## src/rtl/tact_pkg.sv

```systemverilog
// Shared constants, types and the exponential table of the activation unit.
package tact_pkg;

   localparam int DATA_WIDTH = 16;
   localparam int FRAC_BITS  = 12;

   // Exponential datapath works in Q30.
   localparam int EXP_FRAC = 30;
   localparam int E_W      = 31;
   localparam int U_W      = DATA_WIDTH + 31 - FRAC_BITS;
   localparam int K_W      = U_W - EXP_FRAC;
   localparam int EXP_STAGES   = 8;
   localparam int SCALE_STAGES = 3;

   localparam logic [E_W-1:0] ONE_Q30   = 31'h4000_0000;
   localparam logic [30:0]    LOG2E_Q30 = 31'd1549082005;
   localparam logic [29:0]    LN2_Q30   = 30'd744261118;
   // ceil(2^30 / 3): exact division by three for values below 2^28.
   localparam logic [28:0]    RECIP3    = 29'd357913942;

   localparam logic       ACT_FORWARD  = 1'b0;
   localparam logic       ACT_BACKWARD = 1'b1;

   localparam logic [1:0] REGION_LOW  = 2'd0;
   localparam logic [1:0] REGION_MID  = 2'd1;
   localparam logic [1:0] REGION_HIGH = 2'd2;

   localparam logic       CSR_ALPHA  = 1'b0;
   localparam logic       CSR_THRESH = 1'b1;

   typedef struct packed {
      logic                  action;
      logic [1:0]            region;
      logic [DATA_WIDTH-1:0] gain;
      logic [DATA_WIDTH-1:0] grad;
      logic [DATA_WIDTH-1:0] beta;
      logic [DATA_WIDTH-1:0] pass;
   } side_type;

   typedef struct packed {
      logic                  saturated;
      logic [1:0]            region;
      logic [DATA_WIDTH-1:0] y_value;
   } result_type;

   // 2^(h/8) in Q30.
   function automatic logic [30:0] pow2_eighths(input logic [2:0] h);
      logic [30:0] v;
      case (h)
         3'd0:    v = 31'd1073741824;
         3'd1:    v = 31'd1170923762;
         3'd2:    v = 31'd1276901417;
         3'd3:    v = 31'd1392470869;
         3'd4:    v = 31'd1518500250;
         3'd5:    v = 31'd1655936265;
         3'd6:    v = 31'd1805811301;
         default: v = 31'd1969251188;
      endcase
      return v;
   endfunction

endpackage

```

## src/rtl/tact_out_buf.sv

```systemverilog
// Output register with a one-word skid stage that decouples the pipeline from the sink.
module tact_out_buf (
   input  logic                  clock,
   input  logic                  reset,
   input  logic                  in_vld,
   input  tact_pkg::result_type  in_result,
   input  logic                  out_ready,
   output logic                  out_vld,
   output tact_pkg::result_type  out_result,
   output logic                  adv
);

   logic                 out_vld_ff;
   logic                 skid_vld_ff;
   tact_pkg::result_type out_ff;
   tact_pkg::result_type skid_ff;
   logic                 take;
   logic                 load_out;

   assign take     = out_vld_ff & out_ready;
   assign load_out = !out_vld_ff | out_ready;
   // The pipeline moves only while the skid stage is empty.
   assign adv      = !skid_vld_ff;

   always_ff @(posedge clock) begin
      if (reset) begin
         out_vld_ff  <= 1'b0;
         skid_vld_ff <= 1'b0;
      end else if (skid_vld_ff) begin
         if (take) begin
            skid_vld_ff <= 1'b0;
         end
      end else if (in_vld) begin
         if (load_out) begin
            out_vld_ff <= 1'b1;
         end else begin
            skid_vld_ff <= 1'b1;
         end
      end else if (out_ready) begin
         out_vld_ff <= 1'b0;
      end
   end

   always_ff @(posedge clock) begin
      if (skid_vld_ff) begin
         if (take) begin
            out_ff <= skid_ff;
         end
      end else if (in_vld) begin
         if (load_out) begin
            out_ff <= in_result;
         end else begin
            skid_ff <= in_result;
         end
      end
   end

   assign out_vld    = out_vld_ff;
   assign out_result = out_ff;

endmodule
```

## config.mk

```make
export PLATFORM = sky130hd
export DESIGN_NAME = tact_out_buf
export DESIGN_NICKNAME = d
export VERILOG_FILES = /design/src/rtl/tact_pkg.sv /design/src/rtl/tact_out_buf.sv
export SDC_FILE = /design/constraint.sdc
export NUM_CORES = 1
export LEC_CHECK = 0
export BUFFER_PORTS_ARGS = -buffer_cell sky130_fd_sc_hd__buf_2
export CAP_MARGIN = 0
export CORE_MARGIN = 10
export CORE_UTILIZATION = 35
export DETAILED_ROUTE_END_ITERATION = 8
export PLACE_DENSITY = 0.64
export SLEW_MARGIN = 20
export SYNTH_ARGS = -nofsm -noshare
export SYNTH_HDL_FRONTEND = slang
export SYNTH_SLANG_ARGS = --single-unit
```

## constraint.sdc

```tcl
create_clock -name clock -period 1.9 [get_ports clock]
set_input_delay 0.19 -clock clock [delete_from_list [all_inputs] [get_ports clock]]
set_output_delay 0.19 -clock clock [all_outputs]
set_load 0.01 [all_outputs]
```

==> summary by stage <==
Status
The flow ran to the end, and the final reports show no timing, DRC or antenna violations.

STA
The total count of max-transition violations in the final report came to 0. Setup repair after global routing left no endpoint under its margin. The number of endpoints with negative hold slack in the final report came to 0. The maximum frequency from static timing analysis is approximately 0.63 GHz. The final critical path takes up 83.43% of the cycle. The final setup violation count is 0.

Hold is met by 0.1012 ns. The worst setup skew after layout is 0.001874 ns. In this run the tightest slew margin relative to its limit is 46.93%. The slew of the pin with the lowest slew margin is 0.7961 ns. After routing, the total negative slack on setup checks comes to 0 ns. The worst path in the final design needs a cycle of 1.585 ns, including I/O delays and setup.

Power
The power share of the sequential group is 59.1%. Dividing total power by cell area gives a power density of around 900 mW/mm^2. The share of total power dissipated in the clock network is 29.5%. The combinational group share of total power is around 11%.

Cell internal power was estimated by the tool at 0.001385 W. The leakage power summed over all cells is 0.7492 nW. VDD sags by at most 0.3415 mV. The analysis attributes to net switching a power of around 0.00038 W. Net switching is 21.49% of the power.

Clocking
The number of hold buffers added after CTS was 0. The number of sinks driven by the clock tree is 40. The cell at the root of the clock tree is clkbuf_8. Post-CTS repair changed the size of 0 cells. TritonCTS built the clock tree. The clock insertion delay at the later pin of the skew report is 0.28 ns. The clock slew at the register clock pins of the worst setup and hold paths is 0.07 ns.

The largest buffer count on any clock path is 2. Buffers added to address setup during post-CTS repair amount to 0. The number of clock buffers added by TritonCTS is 5. CTS built an H-tree with a depth of 2.

Routing
The number of violations reported at the end of detailed-routing iteration 0 is between 60 and 70. Summed over all layers, the routed wires come to 2874 um. Summing over every cut layer, the via total after detailed routing is 789. The total DRC errors in the routed layout is 0.

The remaining antenna violation count is 0. Using the TritonRoute via totals, the vias-per-cell ratio works out to 4.509. The average detailed-routed wire length per instance is around 16 um. The iteration count of the initial detailed-routing pass is 4.

Global routing
The number of global-route vias before repair is 859. Entering global routing, the biggest net connects 24 pins. The initial antenna violation count was 0. The first global-routing pass estimated ~4500 um of wire.

The leftover overflow at the end of global routing is 0. Across every metal layer, demand over resource in global routing totals between 7 and 8%.

Worst setup path
The critical path data arrival time is 1.50 ns. For the worst setup path, the data required time is around 1.8 ns. The worst-path maximum fanout is 19.

Walking the worst path, the cells encountered are and4_1. The kind of cell with the highest combined delay along the critical path is simple AND/OR/NAND/NOR gates. The count of buffer and inverter cells on the critical path is 0. The worst setup path is launched from a register. The worst setup path is captured at a register. The largest single stage delay on the critical path is roughly 0.76 ns.

The critical path class is register to register. The critical path's slowest cell is and4_1.

Logic synthesis
The number of standard cells after synthesis is 73. The number of library cell types mapped by synthesis is 14. A synthesized cell averages 21.77 um^2. In this run the cell area of the synthesized design comes to 0.001589 mm^2.

The net count after synthesis is 96. Yosys printed 0 warnings. Sequential cells were found to cover 74.33% of the synthesized design area.

Counting flops and latches in the post-synthesis netlist gives 40.

Finish
The ratio of cells with drive above 1 in the final layout is between 50% and 60%. The number of fillers in the final layout is 410. The most common cell after layout, fill and taps aside is buf_2. The number of nets at the end of the flow is 145. The area added between synthesis and finish is 20.63%. The repair_antennas step left the layout with diodes totalling 0.

Leaving out fill and tap cells, the most frequent cells in the layout are 43 x buf_2, 38 x edfxtp_1, 17 x mux2_4.

Placement
Input and output buffers added on the ports amount to 43. Routability-driven placement finished with a final weighted congestion of 0.6292.

Worst hold path
The classification of the worst-slack hold path is input port to register.

Die
From left edge to right edge, the die measures 87.38 um. The die height is 87.38 um. The number of placed I/O pins is 44.

The number of rows in the core area is 24. The initial utilization of the core area, before any placement, comes to ~36%. The floorplan step defined a die boundary enclosing 0.007635 mm^2. The total core area is 0.004384 mm^2.

Job
The number of maximum-capacitance violations is 0.
[cells by family after synthesis]
group                  after synthesis  share of synthesized area [%]
multiplexers                        20                          18.11
flip-flops                          40                          74.33
AND/OR/NAND/NOR                      3                          1.497
AO/OA/AOI/OAI                        4                          2.126
buffers and inverters                6                          3.937
[cells in the mapped netlist (all sizes together)]
master   n  share of area [%]
buf      3                3.2
edfxtp  38                 72
a21oi    2               0.63
mux2i    1               0.63
o32ai    1                1.0
and4     1               0.55
mux2    19                 17
and2b    1               0.55
dfxtp    2                2.5
inv      3               0.71
a211oi   1               0.47
nand2b   1               0.39
[through the flow]
step | worst slack [ns] | power [W] | utilization, % | area [um^2] | cells
after floorplan | 0.2661 | 0.001191 | - | 1593 | 73
after global placement | 0.3899 | 0.001260 | 41.89 | 1837 | 167
after detailed placement | 0.3037 | 0.001269 | 41.89 | 1837 | 167
after CTS | 0.2917 | 0.001793 | 43.72 | 1917 | 175
after global routing | 0.2159 | 0.001847 | 43.72 | 1917 | 175
final | 0.3149 | 0.001764 | 43.72 | 1917 | 175
[cell type report]
type                       instances  area [um^2]  share of cell area [%]
timing repair buffer              45        230.2                   12.01
sequential                        40         1181                   61.62
tap                               52        65.06                   3.394
inverter                           3        11.26                  0.5875
clock buffer                       7        76.32                   3.982
clock inverter                     1        3.754                  0.1958
multi-input combinational         27        349.1                   18.21
[per-layer routing]
metal / GRT usage (%) / up-vias / part of all wire (%)
met5: 0 / - / 0
met4: 4.348 / 0 / 1.3
met3: 3.371 / 2 / 10
met2: 11.97 / 31 / 47
met1: 8.627 / 376 / 41
li1: - / 380 / -
[state kept, by name, summed over array words and instances (netlist names)]
name	flops
out_result	19
out_vld	1
skid_ff	19
skid_vld_ff	1
[power by group through the flow]
stage / logic [W] / registers [W] / clock network (W)
detailed placement: 0.000206 / 0.00106 / 0
finish: 0.000200 / 0.00104 / 0.000521
global route: 0.000218 / 0.00105 / 0.000581
floorplan: 0.000107 / 0.00108 / 0
global placement: 0.000200 / 0.00106 / 0
CTS: 0.000206 / 0.00104 / 0.000544
[final timing paths]
check,to,cells past startpoint,startpoint,slack [ns]
worst max-delay path,skid_ff[4]$_DFFE_PP_,1,out_vld$_SDFFE_PP0P_,0.31
worst min-delay path,skid_ff[10]$_DFFE_PP_,1,in_result[10],0.10
worst max register to register,skid_ff[4]$_DFFE_PP_,1,out_vld$_SDFFE_PP0P_,0.31
worst min register to register,out_result[12]$_DFFE_PP_,1,skid_ff[12]$_DFFE_PP_,0.55
Note: power is estimated with default switching activity, not from simulation.
