<file path="config.mk">
export PLATFORM = sky130hd
export DESIGN_NAME = tact_scale_pipe
export DESIGN_NICKNAME = d
export VERILOG_FILES = /design/src/rtl/tact_pkg.sv /design/src/rtl/tact_scale_pipe.sv
export SDC_FILE = /design/constraint.sdc
export NUM_CORES = 2
export LEC_CHECK = 0
export BUFFER_PORTS_ARGS = -buffer_cell sky130_fd_sc_hd__buf_2
export CAP_MARGIN = 20
export CORE_UTILIZATION = 59
export CTS_BUF_LIST = sky130_fd_sc_hd__clkbuf_8
export CTS_CLUSTER_SIZE = 40
export DETAILED_ROUTE_END_ITERATION = 16
export GPL_ROUTABILITY_DRIVEN = 0
export PLACE_DENSITY = 0.77
export SETUP_SLACK_MARGIN = 0.2
export SLEW_MARGIN = 20
export SYNTH_ARGS = -nofsm -noshare
export SYNTH_HDL_FRONTEND = slang
export SYNTH_SLANG_ARGS = --single-unit
export TNS_END_PERCENT = 30
</file>
<file path="constraint.sdc">
create_clock -name clock -period 9.22 [get_ports clock]
set_input_delay 0.922 -clock clock [delete_from_list [all_inputs] [get_ports clock]]
set_output_delay 0.922 -clock clock [all_outputs]
set_load 0.02 [all_outputs]
</file>
<file path="src/rtl/tact_pkg.sv">
// Shared constants, types and the exponential table of the activation unit.
package tact_pkg;

   localparam int DATA_WIDTH = 16;
   localparam int FRAC_BITS  = 12;

   // Exponential datapath works in Q30.
   localparam int EXP_FRAC = 30;
   localparam int E_W      = 31;
   localparam int U_W      = DATA_WIDTH + 31 - FRAC_BITS;
   localparam int K_W      = U_W - EXP_FRAC;
   localparam int EXP_STAGES   = 8;
   localparam int SCALE_STAGES = 3;

   localparam logic [E_W-1:0] ONE_Q30   = 31'h4000_0000;
   localparam logic [30:0]    LOG2E_Q30 = 31'd1549082005;
   localparam logic [29:0]    LN2_Q30   = 30'd744261118;
   // ceil(2^30 / 3): exact division by three for values below 2^28.
   localparam logic [28:0]    RECIP3    = 29'd357913942;

   localparam logic       ACT_FORWARD  = 1'b0;
   localparam logic       ACT_BACKWARD = 1'b1;

   localparam logic [1:0] REGION_LOW  = 2'd0;
   localparam logic [1:0] REGION_MID  = 2'd1;
   localparam logic [1:0] REGION_HIGH = 2'd2;

   localparam logic       CSR_ALPHA  = 1'b0;
   localparam logic       CSR_THRESH = 1'b1;

   typedef struct packed {
      logic                  action;
      logic [1:0]            region;
      logic [DATA_WIDTH-1:0] gain;
      logic [DATA_WIDTH-1:0] grad;
      logic [DATA_WIDTH-1:0] beta;
      logic [DATA_WIDTH-1:0] pass;
   } side_type;

   typedef struct packed {
      logic                  saturated;
      logic [1:0]            region;
      logic [DATA_WIDTH-1:0] y_value;
   } result_type;

   // 2^(h/8) in Q30.
   function automatic logic [30:0] pow2_eighths(input logic [2:0] h);
      logic [30:0] v;
      case (h)
         3'd0:    v = 31'd1073741824;
         3'd1:    v = 31'd1170923762;
         3'd2:    v = 31'd1276901417;
         3'd3:    v = 31'd1392470869;
         3'd4:    v = 31'd1518500250;
         3'd5:    v = 31'd1655936265;
         3'd6:    v = 31'd1805811301;
         default: v = 31'd1969251188;
      endcase
      return v;
   endfunction

endpackage

</file>
<file path="src/rtl/tact_scale_pipe.sv">
// Gain and gradient multiplies, rounding and saturation of the result word.
module tact_scale_pipe (
   input  logic                                clock,
   input  logic                                reset,
   input  logic                                adv,
   input  logic [tact_pkg::DATA_WIDTH-2:0]     threshold,
   input  logic                                in_vld,
   input  logic [tact_pkg::E_W-1:0]            in_exp,
   input  tact_pkg::side_type                  in_side,
   output logic                                out_vld,
   output tact_pkg::result_type                out_result
);

   localparam int DW   = tact_pkg::DATA_WIDTH;
   localparam int FB   = tact_pkg::FRAC_BITS;
   localparam int S    = tact_pkg::SCALE_STAGES;
   localparam int EF   = tact_pkg::EXP_FRAC;
   localparam int PA_W = DW + 32;
   localparam int B2_W = DW + 2;
   localparam int PB_W = DW + B2_W;
   localparam int ISH  = EF - FB;

   localparam logic signed [PA_W-1:0] HALF_A = PA_W'(1) << (EF - 1);
   localparam logic signed [PB_W-1:0] HALF_B = PB_W'(1) << (FB - 1);
   localparam logic signed [PB_W-1:0] Y_MAX  = (PB_W'(1) << (DW - 1)) - PB_W'(1);
   localparam logic signed [PB_W-1:0] Y_MIN  = -Y_MAX - PB_W'(1);
   localparam logic [tact_pkg::E_W-1:0] HALF_I = tact_pkg::E_W'(1) << (ISH - 1);
   localparam logic signed [DW-1:0]   ONE_FX = DW'(1) << FB;

   logic               vld_ff  [S];
   tact_pkg::side_type side_ff [S];

   // Stage 1: gain times e (or e minus one), and the upper-region inner term.
   logic signed [DW-1:0]       gain_s;
   logic signed [31:0]         op_a;
   logic signed [PA_W-1:0]     prod_a_in;
   logic [tact_pkg::E_W-1:0]   diff_in;
   logic [tact_pkg::E_W-1:0]   rdiff_in;
   logic [DW:0]                inner_in;
   logic signed [PA_W-1:0]     prod_a_ff;
   logic [DW:0]                inner_ff;

   // Stage 2: round the first product and pick the second multiply's operands.
   logic signed [PA_W-1:0]     sum_a;
   logic signed [PA_W-1:0]     round_a;
   logic signed [B2_W-1:0]     ra;
   logic signed [DW-1:0]       b1_in;
   logic signed [B2_W-1:0]     b2_in;
   logic signed [DW-1:0]       b1_ff;
   logic signed [B2_W-1:0]     b2_ff;

   // Stage 3: second multiply.
   logic signed [PB_W-1:0]     prod_b_in;
   logic signed [PB_W-1:0]     prod_b_ff;

   // Output: round and clip.
   logic signed [PB_W-1:0]     sum_b;
   logic signed [PB_W-1:0]     round_b;

   assign gain_s    = in_side.gain;
   assign op_a      = (in_side.action == tact_pkg::ACT_BACKWARD) ?
                      32'(in_exp) : 32'(in_exp) - 32'(tact_pkg::ONE_Q30);
   assign prod_a_in = PA_W'(gain_s) * PA_W'(op_a);
   assign diff_in   = tact_pkg::ONE_Q30 - in_exp;
   assign rdiff_in  = (diff_in + HALF_I) >> ISH;
   assign inner_in  = (DW+1)'(threshold) + (DW+1)'(rdiff_in);

   assign sum_a   = prod_a_ff + HALF_A;
   assign round_a = sum_a >>> EF;
   assign ra      = B2_W'(round_a);

   always_comb begin
      if (side_ff[0].action == tact_pkg::ACT_BACKWARD) begin
         b1_in = side_ff[0].grad;
         b2_in = ra;
      end else if (side_ff[0].region == tact_pkg::REGION_HIGH) begin
         b1_in = side_ff[0].beta;
         b2_in = B2_W'(inner_ff);
      end else begin
         // Scaling by one keeps the lower forward result on the common path.
         b1_in = ONE_FX;
         b2_in = ra;
      end
   end

   assign prod_b_in = PB_W'(b1_ff) * PB_W'(b2_ff);

   assign sum_b   = prod_b_ff + HALF_B;
   assign round_b = sum_b >>> FB;

   always_comb begin
      out_result.region = side_ff[S-1].region;
      if (side_ff[S-1].region == tact_pkg::REGION_MID) begin
         out_result.y_value   = side_ff[S-1].pass;
         out_result.saturated = 1'b0;
      end else if (round_b > Y_MAX) begin
         out_result.y_value   = DW'(Y_MAX);
         out_result.saturated = 1'b1;
      end else if (round_b < Y_MIN) begin
         out_result.y_value   = DW'(Y_MIN);
         out_result.saturated = 1'b1;
      end else begin
         out_result.y_value   = DW'(round_b);
         out_result.saturated = 1'b0;
      end
   end

   always_ff @(posedge clock) begin
      if (reset) begin
         for (int i = 0; i < S; i++) begin
            vld_ff[i] <= 1'b0;
         end
      end else if (adv) begin
         vld_ff[0] <= in_vld;
         for (int i = 1; i < S; i++) begin
            vld_ff[i] <= vld_ff[i-1];
         end
      end
   end

   always_ff @(posedge clock) begin
      if (adv) begin
         side_ff[0] <= in_side;
         for (int i = 1; i < S; i++) begin
            side_ff[i] <= side_ff[i-1];
         end
         prod_a_ff <= prod_a_in;
         inner_ff  <= inner_in;
         b1_ff     <= b1_in;
         b2_ff     <= b2_in;
         prod_b_ff <= prod_b_in;
      end
   end

   assign out_vld = vld_ff[S-1];

endmodule

</file>
==> qor.yml <==
critical_path:
  timing.rr.start: "b1_ff[1]$_DFFE_PP_"
  r2r_end: "prod_b_ff[33]$_DFFE_PP_"
  path_class: "input port to flip-flop"
  critPathArrivalTime_ps: 7510
  worst_setup_path_start_kind: "input port"
  end_kind: "flip-flop"
  cp.required_ps: 9470
  r2r_setup_slack_ps: 2220
  crit_fanout: 32
  reg2regPathDepth: 21
  critical_path.endpoint: "prod_a_ff[44]$_DFFE_PP_"
  critPathLaunch: "in_side[51]"
global_route:
  track_usage_pct: 26.9
  grt_max_degree: 69
  grt_overflow: 0
  grt_pass1_wl_um: 126000
  grt_pass1_vias: 25300
  grt_antenna_before_repair: 0
final_layout:
  fin_area_sq_um: 36500
  mostFrequentLayoutCell: "inv_1"
  drive_above_1_share_pct: 5.18
  antennaDiodeCount: 0
  area_growth_pct: 4.59
  mostFrequentLayoutCells: "894 x inv_1, 775 x fa_1, 508 x nand2_1, 296 x and2_1, 210 x ha_1"
  nets: 4679
clock_tree:
  holdBufCountCts: 0
  clk_path_buf_depth: 2
  post_cts_buffers: 0
  cts_resized: 0
  cts_root_buffer: "clkbuf_8"
  htreeDepth: 4
  clock-sinks: 182
  clk_pin_slew_ps: 110
  cts_made_buffers: 17
  clock_latency_ps: 500
  cts_tree: "yes"
die:
  pin_count: 137
  start_util_pct: 60.1
  die_h_um: 245
  rows: 88
  core-area_sq_um: 58100
  die_x_um: 245
  die_area_sq_um: 60200
run:
  drv_cap: 0
synthesis:
  synth-edff-count: 182
  syn-instance-count: 3560
  ys_ff_latch: 182
  ys_types: 62
  yosys_warnings: 0
  synth.largest_area_cell: "fa_1"
  syn_nets: 4662
  syn_avg_cell_area_sq_um: 9.81
  synth_area_leaders: "fa_1 44%, edfxtp_1 16%, inv_1 9.6%"
  async_reset_ff_share_pct: 0
  synth_top_area_share_pct: 44.4
  ys_seq_area_share_pct: 15.6
  synth_top_flop_cell: "edfxtp_1"
  netlist_area_sq_um: 34900
sta:
  slew_violations: 0
  tns_ps: 0
  fmax_ghz: 0.138
  setup_viol: 0
  worst_pin_slew_ps: 816
  relSlewSlack_pct: 45.6
  rsz0062_at_grt: "no"
  period_minus_slack_ps: 7260
  skew_ps: 25.6
  final_hold_viol_count: 0
  fin_crit_sh_pct: 78.7
routing:
  wire_per_inst_um: 17.5
  wirelength_um: 76300
  first_iter_violations: 1435
  avgViaCountPerCell: 5.39
  vias: 23500
  dr.pass1.iters: 5
  postRouteAntennaNets: 0
  drcViolationCount: 0
run_status:
  outcome: "finished clean"
place:
  place_area_sq_um: 36100
  portBuffers: 136
  dp_hpwl_um: 61600
worst_hold_path:
  hold_class: "flip-flop to flip-flop"
[cells in the mapped netlist (3+ instances only)]
cell       instances
inv_1            894
nor2_1            79
and2_1           296
o21ai_0           42
a21oi_1           45
a21o_1            22
o21a_1            11
edfxtp_1         182
nor2b_1           19
o21bai_1           8
clkbuf_1         135
o311ai_0          14
and4_1             9
a31oi_1           13
ha_1             210
a22o_1            15
nor4_1             7
nor3_1            14
o2111ai_1          3
o211ai_1           5
buf_1              7
nand4_1           20
a211oi_1           9
nand2b_1          26
o22ai_1            3
nand2_1          508
a21boi_0           3
nand3_1           20
or2_2              3
and3_1            19
xnor2_1           66
xor2_1            40
or3_1              3
fa_1             775
[critical path, stage by stage]
cell and delay (ps):
buf_2 530, nand2_1 170, fa_1 580, fa_1 430, fa_1 490, fa_1 500, inv_1 60, fa_1 550
inv_1 60, fa_1 540, inv_1 40, ha_1 320, and3_1 190, a31oi_1 170, o41ai_1 690, o21bai_1 230
a31oi_1 440, a31oi_1 240, o21ai_0 250, xor2_1 90
[cell families (layout without fill, tap and decap cells)]
group / count (synthesis) / count (layout) / synth area share (%)
flip-flops: 182 / 182 / 15.6
multiplexers: 2 / 2 / 0.0609
adder cells (fa/ha/maj): 985 / 985 / 51.9
AO/OA/AOI/OAI: 213 / 213 / 4.13
buffers and inverters: 1040 / 1070 / 11.2
XOR/XNOR: 106 / 106 / 2.66
AND/OR/NAND/NOR: 1032 / 1032 / 14.4
[sequential cells by signal, indices dropped and copies added (netlist names)]
signal / flops
b1_ff: 16
b2_ff: 18
prod_b_ff: 23
prod_a_ff: 19
vld_ff: 3
side_ff: 87
inner_ff: 16
[worst min-delay path by stage]
stage                                    startpoint                        end  slack, ps  cells after the start
after floorplan            side_ff[0][67]$_DFFE_PP_  side_ff[0][134]$_DFFE_PP_        400                      0
after global placement    side_ff[0][132]$_DFFE_PP_  side_ff[0][199]$_DFFE_PP_        400                      0
after detailed placement   side_ff[0][81]$_DFFE_PP_  side_ff[0][148]$_DFFE_PP_        400                      0
after CTS                  side_ff[0][81]$_DFFE_PP_  side_ff[0][148]$_DFFE_PP_        420                      0
after global routing       side_ff[0][67]$_DFFE_PP_  side_ff[0][134]$_DFFE_PP_        430                      0
final                      side_ff[0][81]$_DFFE_PP_  side_ff[0][148]$_DFFE_PP_        420                      0
[layer usage]
layer	vias to the layer above	global-route usage [%]	part of all wire, %
met5	-	0	0
met4	0	8.09	2.5
met3	116	5.10	7.3
met2	828	45.9	50
met1	11900	34.7	40
li1	10600	-	-
[through the flow]
stage	std cells	utilization [%]	worst slack (ps)	hold slack, ps
after floorplan	3560	-	2380	400
after global placement	4323	62.1	1520	402
after detailed placement	4323	62.1	1440	405
after CTS	4355	62.8	1990	419
after global routing	4355	62.8	1600	428
final	4355	62.8	1960	421
[area by class of cell]
type | instances | area, sq um
clock buffers | 17 | 234
clock inverters | 15 | 221
fillers | 4765 | 21600
inverters | 895 | 3360
multi-input cells | 2338 | 25600
flip-flops and latches | 182 | 5470
well taps | 765 | 957
repair buffers | 143 | 739
Power is not shown: default switching activity piles up to over one toggle a cycle in this logic, so the estimate is an artifact.
